**config.mk**
```make
export PLATFORM = sky130hd
export DESIGN_NAME = miller_rabin_primality_unit
export DESIGN_NICKNAME = d
export VERILOG_FILES = /design/src/hdl/mrp_pkg.sv /design/src/hdl/miller_rabin_primality_unit.sv /design/src/hdl/mrp_front.sv /design/src/hdl/mrp_queue.sv /design/src/hdl/mrp_mulmod.sv /design/src/hdl/mrp_back.sv
export VERILOG_INCLUDE_DIRS = /design/src /design/src/hdl
export SDC_FILE = /design/constraint.sdc
export NUM_CORES = 2
export LEC_CHECK = 0
export BUFFER_PORTS_ARGS = -buffer_cell sky130_fd_sc_hd__buf_4
export CORE_ASPECT_RATIO = 0.8
export CORE_MARGIN = 2
export CORE_UTILIZATION = 47
export DETAILED_ROUTE_END_ITERATION = 6
export PLACE_DENSITY_LB_ADDON = 0.15
export REMOVE_ABC_BUFFERS = 1
export SLEW_MARGIN = 10
export SYNTH_ARGS = -nofsm -noshare
export SYNTH_HDL_FRONTEND = slang
export SYNTH_SLANG_ARGS = --single-unit
```
**constraint.sdc**
```tcl
create_clock -name clk_i -period 22.3 [get_ports clk_i]
set_clock_uncertainty 0.05 [all_clocks]
set_input_delay 3.345 -clock clk_i [delete_from_list [all_inputs] [get_ports clk_i]]
set_output_delay 3.345 -clock clk_i [all_outputs]
set_load 0.05 [all_outputs]
```
**src/hdl/miller_rabin_primality_unit_defines.svh**
```systemverilog
// ----------------------------------------------------------------------------
// Miller-Rabin primality unit: assertion macros
// Shared concurrent check wrappers, clocked on clk_i, off during reset.
// ----------------------------------------------------------------------------
`ifndef MILLER_RABIN_PRIMALITY_UNIT_DEFINES_SVH
`define MILLER_RABIN_PRIMALITY_UNIT_DEFINES_SVH

// property must hold at every edge out of reset
`define MRP_ASSERT(label_, prop_, msg_) \
  label_: assert property (@(posedge clk_i) disable iff (!rst_ni) prop_) else $error(msg_);

// condition must never be seen out of reset
`define MRP_ASSERT_NEVER(label_, cond_, msg_) \
  label_: assert property (@(posedge clk_i) disable iff (!rst_ni) !(cond_)) else $error(msg_);

`endif

```
**src/hdl/mrp_pkg.sv**
```systemverilog
// ----------------------------------------------------------------------------
// mrp_pkg
// Types and constants shared by the primality unit's front, queue and back.
// ----------------------------------------------------------------------------
package mrp_pkg;

  localparam int unsigned DATA_W      = 32;
  localparam int unsigned QUEUE_DEPTH = 2;

  // range limits for the three test methods
  localparam logic [DATA_W-1:0] TRIAL_LIMIT = 32'd1373653;
  localparam logic [DATA_W-1:0] PAIR_LIMIT  = 32'd9080191;

  // trial division bookkeeping fits well below this width
  localparam int unsigned TRIAL_W = 22;

  // witness bases
  localparam int unsigned BASE_W = 7;
  localparam logic [BASE_W-1:0] BASE_PAIR_0   = 7'd31;
  localparam logic [BASE_W-1:0] BASE_PAIR_1   = 7'd73;
  localparam logic [BASE_W-1:0] BASE_TRIPLE_0 = 7'd2;
  localparam logic [BASE_W-1:0] BASE_TRIPLE_1 = 7'd7;
  localparam logic [BASE_W-1:0] BASE_TRIPLE_2 = 7'd61;
  localparam logic [1:0] PAIR_LAST_IDX   = 2'd1;
  localparam logic [1:0] TRIPLE_LAST_IDX = 2'd2;

  // modular multiplier: bits of the multiplier consumed per cycle
  localparam int unsigned MM_BITS  = 2;
  localparam int unsigned MM_STEPS = DATA_W / MM_BITS;
  localparam int unsigned MM_CNT_W = $clog2(MM_STEPS);

  typedef enum logic [1:0] {
    CLS_DONE   = 2'd0,
    CLS_TRIAL  = 2'd1,
    CLS_PAIR   = 2'd2,
    CLS_TRIPLE = 2'd3
  } cls_e;

  typedef struct packed {
    logic [DATA_W-1:0] cand;
    cls_e              cls;
    logic              verdict;  // answer when cls is CLS_DONE
  } q_entry_t;

  function automatic logic [BASE_W-1:0] mr_base(cls_e cls, logic [1:0] idx);
    logic [BASE_W-1:0] b;
    if (cls == CLS_PAIR) begin
      b = (idx == 2'd0) ? BASE_PAIR_0 : BASE_PAIR_1;
    end else begin
      priority if (idx == 2'd0) b = BASE_TRIPLE_0;
      else if (idx == 2'd1)     b = BASE_TRIPLE_1;
      else                      b = BASE_TRIPLE_2;
    end
    return b;
  endfunction

endpackage

```
**src/hdl/miller_rabin_primality_unit.sv**
```systemverilog
// Values below 2, even values and multiples of 3 are answered by the front classifier.
// Trial division: up to 195 values of k, each testing 6k - 1 and 6k + 1 in the multiplier.
// Witness rounds: every modular product runs in the shared multiplier, started by the sequencer;
// up to about 63 products a base, for two bases or for three.
// One candidate is worked on at a time; a 2-entry queue takes new ones meanwhile.
// Reset (rst_ni, async, active low) empties queue and result register.
// ----------------------------------------------------------------------------
// miller_rabin_primality_unit
// Deterministic 32-bit primality test: front classifier, queue, sequencer.
// ----------------------------------------------------------------------------
module miller_rabin_primality_unit import mrp_pkg::*; #(
  parameter int unsigned QueueDepth = QUEUE_DEPTH
) (
  input  logic              clk_i,
  input  logic              rst_ni,
  input  logic              in_valid_i,
  output logic              in_ready_o,
  input  logic [DATA_W-1:0] candidate_i,
  output logic              out_valid_o,
  input  logic              out_ready_i,
  output logic              is_prime_o
);

  logic     push, full, pop, q_valid;
  q_entry_t push_entry, head_entry;

  mrp_front u_front (
    .in_valid_i (in_valid_i),
    .in_ready_o (in_ready_o),
    .candidate_i(candidate_i),
    .push_o     (push),
    .entry_o    (push_entry),
    .full_i     (full)
  );

  mrp_queue #(
    .Depth(QueueDepth)
  ) u_queue (
    .clk_i  (clk_i),
    .rst_ni (rst_ni),
    .push_i (push),
    .entry_i(push_entry),
    .full_o (full),
    .pop_i  (pop),
    .valid_o(q_valid),
    .entry_o(head_entry)
  );

  mrp_back u_back (
    .clk_i      (clk_i),
    .rst_ni     (rst_ni),
    .q_valid_i  (q_valid),
    .q_entry_i  (head_entry),
    .pop_o      (pop),
    .out_valid_o(out_valid_o),
    .out_ready_i(out_ready_i),
    .is_prime_o (is_prime_o)
  );

endmodule

```
**src/hdl/mrp_front.sv**
```systemverilog
// ----------------------------------------------------------------------------
// mrp_front
// Accepts candidates and sorts them: trivial answer, trial division,
// two-base or three-base witness test.
// ----------------------------------------------------------------------------
module mrp_front import mrp_pkg::*; (
  input  logic              in_valid_i,
  output logic              in_ready_o,
  input  logic [DATA_W-1:0] candidate_i,
  output logic              push_o,
  output q_entry_t          entry_o,
  input  logic              full_i
);

  logic [4:0]  cnt_even;
  logic [4:0]  cnt_odd;
  logic [5:0]  wsum;
  logic [11:0] prod;
  logic [4:0]  quot;
  logic [5:0]  rem3;

  // 4^i = 1 and 2*4^i = 2 (mod 3)
  always_comb begin
    cnt_even = '0;
    cnt_odd  = '0;
    for (int i = 0; i < DATA_W / 2; i++) begin
      cnt_even = cnt_even + 5'(candidate_i[2*i]);
      cnt_odd  = cnt_odd  + 5'(candidate_i[2*i+1]);
    end
    wsum = 6'(cnt_even) + {cnt_odd, 1'b0};
    prod = 12'(wsum) * 12'd43;  // floor(v/3) for v below 64
    quot = prod[11:7];
    rem3 = wsum - 6'(quot) * 6'd3;
  end

  always_comb begin
    entry_o.cand    = candidate_i;
    entry_o.cls     = CLS_DONE;
    entry_o.verdict = 1'b0;
    priority if (candidate_i < 32'd2) begin
      entry_o.verdict = 1'b0;
    end else if (!candidate_i[0]) begin
      entry_o.verdict = (candidate_i == 32'd2);
    end else if (rem3 == 6'd0) begin
      entry_o.verdict = (candidate_i == 32'd3);
    end else if (candidate_i < TRIAL_LIMIT) begin
      entry_o.cls = CLS_TRIAL;
    end else if (candidate_i < PAIR_LIMIT) begin
      entry_o.cls = CLS_PAIR;
    end else begin
      entry_o.cls = CLS_TRIPLE;
    end
  end

  assign in_ready_o = !full_i;
  assign push_o     = in_valid_i && !full_i;

endmodule

```
**src/hdl/mrp_queue.sv**
```systemverilog
// ----------------------------------------------------------------------------
// mrp_queue
// Small FIFO of classified candidates between front and back.
// ----------------------------------------------------------------------------
module mrp_queue import mrp_pkg::*; #(
  parameter int unsigned Depth = QUEUE_DEPTH
) (
  input  logic     clk_i,
  input  logic     rst_ni,
  input  logic     push_i,
  input  q_entry_t entry_i,
  output logic     full_o,
  input  logic     pop_i,
  output logic     valid_o,
  output q_entry_t entry_o
);

  localparam int unsigned PtrW = (Depth > 1) ? $clog2(Depth) : 1;
  localparam int unsigned CntW = $clog2(Depth + 1);

  q_entry_t            mem_q [Depth];
  logic [PtrW-1:0]     wr_ptr_q, wr_ptr_d;
  logic [PtrW-1:0]     rd_ptr_q, rd_ptr_d;
  logic [CntW-1:0]     cnt_q, cnt_d;

  function automatic logic [PtrW-1:0] ptr_inc(logic [PtrW-1:0] p);
    return (p == PtrW'(Depth - 1)) ? '0 : p + PtrW'(1);
  endfunction

  always_comb begin
    wr_ptr_d = push_i ? ptr_inc(wr_ptr_q) : wr_ptr_q;
    rd_ptr_d = pop_i  ? ptr_inc(rd_ptr_q) : rd_ptr_q;
    cnt_d    = cnt_q + CntW'(push_i) - CntW'(pop_i);
  end

  always_ff @(posedge clk_i or negedge rst_ni) begin
    if (!rst_ni) begin
      wr_ptr_q <= '0;
      rd_ptr_q <= '0;
      cnt_q    <= '0;
    end else begin
      wr_ptr_q <= wr_ptr_d;
      rd_ptr_q <= rd_ptr_d;
      cnt_q    <= cnt_d;
    end
  end

  always_ff @(posedge clk_i) begin
    if (push_i) begin
      mem_q[wr_ptr_q] <= entry_i;
    end
  end

  assign full_o  = (cnt_q == CntW'(Depth));
  assign valid_o = (cnt_q != '0);
  assign entry_o = mem_q[rd_ptr_q];

endmodule

```
**src/hdl/mrp_mulmod.sv**
```systemverilog
// ----------------------------------------------------------------------------
// mrp_mulmod
// Interleaved shift-add modular multiplier: (x * y) mod m, y < m,
// MM_BITS multiplier bits per cycle, done pulses in the cycle after the last step.
// ----------------------------------------------------------------------------
module mrp_mulmod import mrp_pkg::*; (
  input  logic              clk_i,
  input  logic              rst_ni,
  input  logic              start_i,
  input  logic [DATA_W-1:0] x_i,
  input  logic [DATA_W-1:0] y_i,
  input  logic [DATA_W-1:0] m_i,
  output logic              busy_o,
  output logic              done_o,
  output logic [DATA_W-1:0] res_o
);

  logic                busy_q, done_q;
  logic [MM_CNT_W-1:0] cnt_q;
  logic [DATA_W-1:0]   x_q, y_q, m_q, acc_q;
  logic [DATA_W:0]     step_acc;

  always_comb begin
    step_acc = {1'b0, acc_q};
    for (int i = 0; i < MM_BITS; i++) begin
      step_acc = {step_acc[DATA_W-1:0], 1'b0};
      if (step_acc >= {1'b0, m_q}) step_acc = step_acc - {1'b0, m_q};
      if (x_q[DATA_W-1-i]) begin
        step_acc = step_acc + {1'b0, y_q};
        if (step_acc >= {1'b0, m_q}) step_acc = step_acc - {1'b0, m_q};
      end
    end
  end

  always_ff @(posedge clk_i or negedge rst_ni) begin
    if (!rst_ni) begin
      busy_q <= 1'b0;
      done_q <= 1'b0;
      cnt_q  <= '0;
      x_q    <= '0;
      y_q    <= '0;
      m_q    <= '0;
      acc_q  <= '0;
    end else begin
      done_q <= 1'b0;
      if (start_i) begin
        busy_q <= 1'b1;
        cnt_q  <= '0;
        x_q    <= x_i;
        y_q    <= y_i;
        m_q    <= m_i;
        acc_q  <= '0;
      end else if (busy_q) begin
        acc_q <= step_acc[DATA_W-1:0];
        x_q   <= x_q << MM_BITS;
        cnt_q <= cnt_q + MM_CNT_W'(1);
        if (cnt_q == MM_CNT_W'(MM_STEPS - 1)) begin
          busy_q <= 1'b0;
          done_q <= 1'b1;
        end
      end
    end
  end

  assign busy_o = busy_q;
  assign done_o = done_q;
  assign res_o  = acc_q;

endmodule

```
**src/hdl/mrp_back.sv**
```systemverilog
// ----------------------------------------------------------------------------
// mrp_back
// Sequencer that runs trial division or witness rounds on one candidate
// through the shared modular multiplier, and holds the result beat.
// ----------------------------------------------------------------------------
`include "miller_rabin_primality_unit_defines.svh"

module mrp_back import mrp_pkg::*; (
  input  logic     clk_i,
  input  logic     rst_ni,
  input  logic     q_valid_i,
  input  q_entry_t q_entry_i,
  output logic     pop_o,
  output logic     out_valid_o,
  input  logic     out_ready_i,
  output logic     is_prime_o
);

  typedef enum logic [11:0] {
    ST_IDLE       = 12'b0000_0000_0001,
    ST_TDIV_CHECK = 12'b0000_0000_0010,
    ST_TDIV_LO    = 12'b0000_0000_0100,
    ST_TDIV_HI    = 12'b0000_0000_1000,
    ST_MR_SETUP   = 12'b0000_0001_0000,
    ST_MR_TZ      = 12'b0000_0010_0000,
    ST_POW_STEP   = 12'b0000_0100_0000,
    ST_POW_MUL    = 12'b0000_1000_0000,
    ST_POW_SQ     = 12'b0001_0000_0000,
    ST_SQR        = 12'b0010_0000_0000,
    ST_SQR_WAIT   = 12'b0100_0000_0000,
    ST_FINISH     = 12'b1000_0000_0000
  } state_e;

  state_e             state_q, state_d;
  cls_e               cls_q, cls_d;
  logic [DATA_W-1:0]  m_q, m_d;
  logic [DATA_W-1:0]  e_q, e_d;       // odd part d, then exponent
  logic [DATA_W-1:0]  acc_q, acc_d;
  logic [DATA_W-1:0]  sq_q, sq_d;
  logic [4:0]         s_q, s_d;
  logic [4:0]         i_q, i_d;
  logic [1:0]         bidx_q, bidx_d;
  logic [TRIAL_W-1:0] f_q, f_d;       // 36k^2 - 12k
  logic [TRIAL_W-1:0] delta_q, delta_d;
  logic [TRIAL_W-1:0] dlo_q, dlo_d;   // 6k - 1
  logic               res_q, res_d;
  logic               out_valid_q, out_valid_d;
  logic               is_prime_q, is_prime_d;

  logic               mm_start, mm_busy, mm_done;
  logic [DATA_W-1:0]  mm_x, mm_y, mm_m, mm_res;
  logic               last_base, out_load;
  logic [DATA_W-1:0]  m_minus1;

  mrp_mulmod u_mulmod (
    .clk_i  (clk_i),
    .rst_ni (rst_ni),
    .start_i(mm_start),
    .x_i    (mm_x),
    .y_i    (mm_y),
    .m_i    (mm_m),
    .busy_o (mm_busy),
    .done_o (mm_done),
    .res_o  (mm_res)
  );

  assign last_base = (cls_q == CLS_PAIR) ? (bidx_q == PAIR_LAST_IDX)
                                         : (bidx_q == TRIPLE_LAST_IDX);
  assign m_minus1  = m_q - 32'd1;
  assign out_load  = (state_q == ST_FINISH) && (!out_valid_q || out_ready_i);

  always_comb begin
    state_d  = state_q;
    cls_d    = cls_q;
    m_d      = m_q;
    e_d      = e_q;
    acc_d    = acc_q;
    sq_d     = sq_q;
    s_d      = s_q;
    i_d      = i_q;
    bidx_d   = bidx_q;
    f_d      = f_q;
    delta_d  = delta_q;
    dlo_d    = dlo_q;
    res_d    = res_q;
    pop_o    = 1'b0;
    mm_start = 1'b0;
    mm_x     = m_q;
    mm_y     = 32'd1;
    mm_m     = DATA_W'(dlo_q);

    unique case (state_q)
      ST_IDLE: begin
        if (q_valid_i) begin
          pop_o   = 1'b1;
          m_d     = q_entry_i.cand;
          cls_d   = q_entry_i.cls;
          res_d   = q_entry_i.verdict;
          f_d     = TRIAL_W'(24);
          delta_d = TRIAL_W'(96);
          dlo_d   = TRIAL_W'(5);
          bidx_d  = '0;
          unique case (q_entry_i.cls)
            CLS_DONE:             state_d = ST_FINISH;
            CLS_TRIAL:            state_d = ST_TDIV_CHECK;
            CLS_PAIR, CLS_TRIPLE: state_d = ST_MR_SETUP;
            default:              state_d = ST_FINISH;
          endcase
        end
      end
      ST_TDIV_CHECK: begin
        if (DATA_W'(f_q) >= m_q) begin
          res_d   = 1'b1;
          state_d = ST_FINISH;
        end else begin
          mm_start = 1'b1;
          state_d  = ST_TDIV_LO;
        end
      end
      ST_TDIV_LO: begin
        if (mm_done) begin
          if (mm_res == '0) begin
            res_d   = 1'b0;
            state_d = ST_FINISH;
          end else begin
            mm_start = 1'b1;
            mm_m     = DATA_W'(dlo_q) + 32'd2;
            state_d  = ST_TDIV_HI;
          end
        end
      end
      ST_TDIV_HI: begin
        if (mm_done) begin
          if (mm_res == '0) begin
            res_d   = 1'b0;
            state_d = ST_FINISH;
          end else begin
            f_d     = f_q + delta_q;
            delta_d = delta_q + TRIAL_W'(72);
            dlo_d   = dlo_q + TRIAL_W'(6);
            state_d = ST_TDIV_CHECK;
          end
        end
      end
      ST_MR_SETUP: begin
        e_d     = m_q >> 1;
        s_d     = 5'd1;
        acc_d   = 32'd1;
        sq_d    = DATA_W'(mr_base(cls_q, bidx_q));
        state_d = ST_MR_TZ;
      end
      ST_MR_TZ: begin
        if (!e_q[0]) begin
          e_d = e_q >> 1;
          s_d = s_q + 5'd1;
        end else begin
          state_d = ST_POW_STEP;
        end
      end
      ST_POW_STEP: begin
        mm_m = m_q;
        if (e_q == '0) begin
          i_d     = '0;
          state_d = ST_SQR;
        end else if (e_q[0]) begin
          mm_start = 1'b1;
          mm_x     = acc_q;
          mm_y     = sq_q;
          state_d  = ST_POW_MUL;
        end else begin
          mm_start = 1'b1;
          mm_x     = sq_q;
          mm_y     = sq_q;
          state_d  = ST_POW_SQ;
        end
      end
      ST_POW_MUL: begin
        mm_m = m_q;
        mm_x = sq_q;
        mm_y = sq_q;
        if (mm_done) begin
          acc_d    = mm_res;
          mm_start = 1'b1;
          state_d  = ST_POW_SQ;
        end
      end
      ST_POW_SQ: begin
        if (mm_done) begin
          sq_d    = mm_res;
          e_d     = e_q >> 1;
          state_d = ST_POW_STEP;
        end
      end
      // acc holds the running value "prev" from here on
      ST_SQR: begin
        mm_start = 1'b1;
        mm_m     = m_q;
        mm_x     = acc_q;
        mm_y     = acc_q;
        state_d  = ST_SQR_WAIT;
      end
      ST_SQR_WAIT: begin
        if (mm_done) begin
          acc_d = mm_res;
          i_d   = i_q + 5'd1;
          priority if (mm_res == 32'd1 && acc_q != 32'd1 && acc_q != m_minus1) begin
            res_d   = 1'b0;
            state_d = ST_FINISH;
          end else if (i_q + 5'd1 != s_q) begin
            state_d = ST_SQR;
          end else if (mm_res != 32'd1) begin
            res_d   = 1'b0;
            state_d = ST_FINISH;
          end else if (last_base) begin
            res_d   = 1'b1;
            state_d = ST_FINISH;
          end else begin
            bidx_d  = bidx_q + 2'd1;
            state_d = ST_MR_SETUP;
          end
        end
      end
      ST_FINISH: begin
        if (out_load) state_d = ST_IDLE;
      end
      default: state_d = ST_IDLE;
    endcase
  end

  always_comb begin
    is_prime_d  = out_load ? res_q : is_prime_q;
    out_valid_d = out_load ? 1'b1 : (out_ready_i ? 1'b0 : out_valid_q);
  end

  always_ff @(posedge clk_i or negedge rst_ni) begin
    if (!rst_ni) begin
      state_q     <= ST_IDLE;
      out_valid_q <= 1'b0;
    end else begin
      state_q     <= state_d;
      out_valid_q <= out_valid_d;
    end
  end

  always_ff @(posedge clk_i) begin
    cls_q      <= cls_d;
    m_q        <= m_d;
    e_q        <= e_d;
    acc_q      <= acc_d;
    sq_q       <= sq_d;
    s_q        <= s_d;
    i_q        <= i_d;
    bidx_q     <= bidx_d;
    f_q        <= f_d;
    delta_q    <= delta_d;
    dlo_q      <= dlo_d;
    res_q      <= res_d;
    is_prime_q <= is_prime_d;
  end

  assign out_valid_o = out_valid_q;
  assign is_prime_o  = is_prime_q;

  `MRP_ASSERT(a_pop_needs_entry, pop_o |-> q_valid_i, "pop from empty queue")
  `MRP_ASSERT(a_mm_start_idle, mm_start |-> !mm_busy, "multiplier started while busy")
  `MRP_ASSERT(a_out_slot_free, out_load |-> (!out_valid_q || out_ready_i), "result beat overwritten")
  `MRP_ASSERT_NEVER(a_mr_odd_large, (state_q == ST_MR_SETUP) && (!m_q[0] || m_q < TRIAL_LIMIT), "witness test on small or even value")

endmodule

```
==> metrics.md <==
| Metric | Value |
|---|---|
| Bufs and invs on worst path | `2` |
| Core Area | `slightly above 70000 um2` |
| Critical Path RT | `22700 ps` |
| Sequential area share after synthesis | `0.347` |
| Layout area overhead | `8.13%` |
| Arr. time, crit path | `about 20000 ps` |
| GRT Total Usage | `0.302` |
| Slew margin rel. | `0.169` |
| Final hold violation count | `0` |
| DRT antenna net count | `0` |
| Initial DRC count | `between 3000 and 4000` |
| Post-Syn Instances | `between 3000 and 4000` |
| Die W | `roughly 300 um` |
| Crit end category | `flop` |
| Clock root cell | `clkbuf_16` |
| CTS Hold Bufs | `0` |
| Unrepaired setup endpoints after global routing | `no` |
| # Max-Cap Violations | `0` |
| CTS resizes | `0` |
| Critical path's slowest cell | `a211oi_1` |
| Post-synth cell types | `89` |
| Vias in the first global route | `between 20000 and 30000` |
| Most common cell after layout, fill and taps aside | `nor2_1` |
| Post-CTS setup buffer count | `0` |
| Synth Warn # | `0` |
| GRT Max-Usage Layer | `met1` |
| Met2 global-route usage | `0.417` |
| Mapped Avg Cell Area | `around 9.1 um2` |
| Most frequent cells in the layout | `325 x nor2_1, 304 x a21oi_1, 291 x ha_1` |
| Sink Count | `between 400 and 500` |
| DRT Wirelength | `about 120 mm` |
| GRT Residual Overflow | `0` |
| Setup slack, reg-to-reg | `approximately 2400 ps` |
| Largest net degree at the start of global routing | `between 60 and 70` |
| Die H | `roughly 250 um` |
| Synth Flop Type | `edfxtp_1` |
| Met1 global-route usage | `0.464` |
| Initial Util | `0.476` |
| Row cnt | `between 80 and 90` |
| First-pass GRT wire length | `173 mm` |
| Asr flop ratio synth | `0.357` |
| Port Buffers | `38` |
| CP Launch Type | `flop` |
| Post-Syn Area | `34400 um2` |
| Fin area | `37200 um2` |
| Share of layout cells above drive strength 1 | `0.0770` |
| Dominant cells by area after synthesis | `edfxtp_1 24%, dfrtp_1 11%, ha_1 11%` |
| Worst min path class | `reg -> reg` |
| Post-synth EDFFs | `272` |
| Status | `finished with violations` |
| Synth area leader | `edfxtp_1` |
| GR Util met3 | `0.0708` |
| Clock tree from TritonCTS | `built` |
| CP Max Fanout | `51` |
| Setup-failing EPs final | `0` |
| Total CTS buffers | `43` |
| Initial antenna violation count | `1` |
| Vias | `30000` |
| Pre-antenna DRT Iters | `7` |
| Worst-path clk slew | `around 60 ps` |
| Via density per instance | `6.32` |
| FMAX | `50.3 MHz` |
| Period utilization | `0.891` |
| Top delay family on crit path | `compound AO/OA/AOI/OAI gates` |
| Placed cell areas | `between 30000 and 40000 um2` |
| Setup TNS | `0 ps` |
| IO Count | `39` |
| Max-slew violations | `0` |
| Violated checks | `DRC` |
| H-tree levels | `2` |
| CTS Buffer Depth | `3` |
| Clock Latency Late Sink | `just under 600 ps` |
| Routability cong. | `roughly 1` |
| Wire per inst | `24.5 um` |
| Critical Path Max Stage Delay | `around 1000 ps` |
| Fin crit period | `roughly 20000 ps` |
| # DRC | `13` |
| Final net count | `about 4100` |
| Die area | `75400 um2` |
| Detailed Place HPWL | `88.4 mm` |
| Synth top area share | `0.237` |
| Critical path type | `reg -> reg` |
| Synth Register Bits | `between 400 and 500` |
| Worst slew pin tran | `roughly 1200 ps` |
==> worst paths after layout <==
check / endpoint / depth (start not counted) / start
min reg2reg: u_back.is_prime_o / 0 / u_back.res_q
max in group asynchronous: u_back.u_mulmod.y_q[3] / 3 / rst_ni
max: u_back.u_mulmod.res_o[9] / 63 / u_back.u_mulmod.res_o[9]
min: u_back.is_prime_o / 0 / u_back.res_q
max reg2reg: u_back.u_mulmod.res_o[9] / 63 / u_back.u_mulmod.res_o[9]
min in group asynchronous: u_back.u_mulmod.m_q[31] / 1 / rst_ni
==> cell usage after synthesis, types with 67 or more instances <==
library cell	number
nor3_1	74
xnor2_1	179
and2_1	74
o21ai_0	193
edfxtp_1	272
nand2_1	271
clkbuf_1	138
a21oi_1	304
nand3_1	89
a31oi_1	76
nor2_1	330
a21o_1	91
xor2_1	100
mux2i_1	78
mux2_2	67
inv_1	211
dfrtp_1	150
ha_1	291
==> registers in the layout, summed over array words and instances, names as in the netlist, 2 cells and up <==
| register | cells |
|---|---|
| u_back.u_mulmod.cnt_q | 4 |
| u_back.u_mulmod.res_o | 32 |
| u_back.state_q | 12 |
| u_back.f_q | 19 |
| u_back.u_mulmod.x_q | 32 |
| u_back.delta_q | 19 |
| u_back.u_mulmod.y_q | 32 |
| u_back.m_q | 32 |
| u_back.i_q | 5 |
| u_back.sq_q | 32 |
| u_back.acc_q | 32 |
| u_back.e_q | 31 |
| u_queue.mem_q | 70 |
| u_back.u_mulmod.m_q | 32 |
| u_back.dlo_q | 21 |
| u_back.s_q | 5 |
| u_queue.cnt_q | 2 |
| u_back.bidx_q | 2 |
| u_back.cls_q | 2 |
==> worst reg2reg max path: cells and delay by family (launching register included) <==
family	cells	cell delay, ps
xor gates and xnor gates	2	330
AOI/OAI and AO/OA	28	8790
and+or+nand+nor	21	5700
muxes	4	1330
adders and majority gates	6	2170
buffers and inverters	2	940
DFF	1	470
==> logic make-up after synthesis <==
logic type,after synthesis,share of synthesized area
AND/OR/NAND/NOR,1135,0.160
AO/OA/AOI/OAI,1103,0.208
flip-flops,423,0.347
buffers and inverters,364,0.0404
adder cells (fa/ha/maj),327,0.127
XOR/XNOR,280,0.0715
multiplexers,148,0.0457
==> layout make-up <==
type,count,area (um2)
timing repair buffer,98,739
clock buffer,58,1200
clock inverter,19,153
tap,945,1180
multi-input combinational,2993,21200
inverter,213,800
antenna,1,2.50
sequential,423,12000
fill,6787,35000
==> stage by stage <==
stage	worst slack [ps]	hold slack (ps)	utilization	cells
6_report	2430	387	0.515	4750
5_1_grt	1240	385	0.515	4749
4_1_cts	3120	384	0.515	4749
3_5_place_dp	3230	372	0.496	4672
3_3_place_gp	3520	372	0.496	4672
2_1_floorplan	4900	350	-	3629
==> metal layers <==
| metal | up-vias | share of wire |
|---|---|---|
| met1 | 14400 | 0.47 |
| met3 | 196 | 0.10 |
| met5 | - | 0 |
| met2 | 1391 | 0.39 |
| met4 | 0 | 0.032 |
| li1 | 14000 | - |
Power is left out: the tool's default activity adds up to more than one toggle a clock period on the data nets, which glitch-free logic cannot reach.
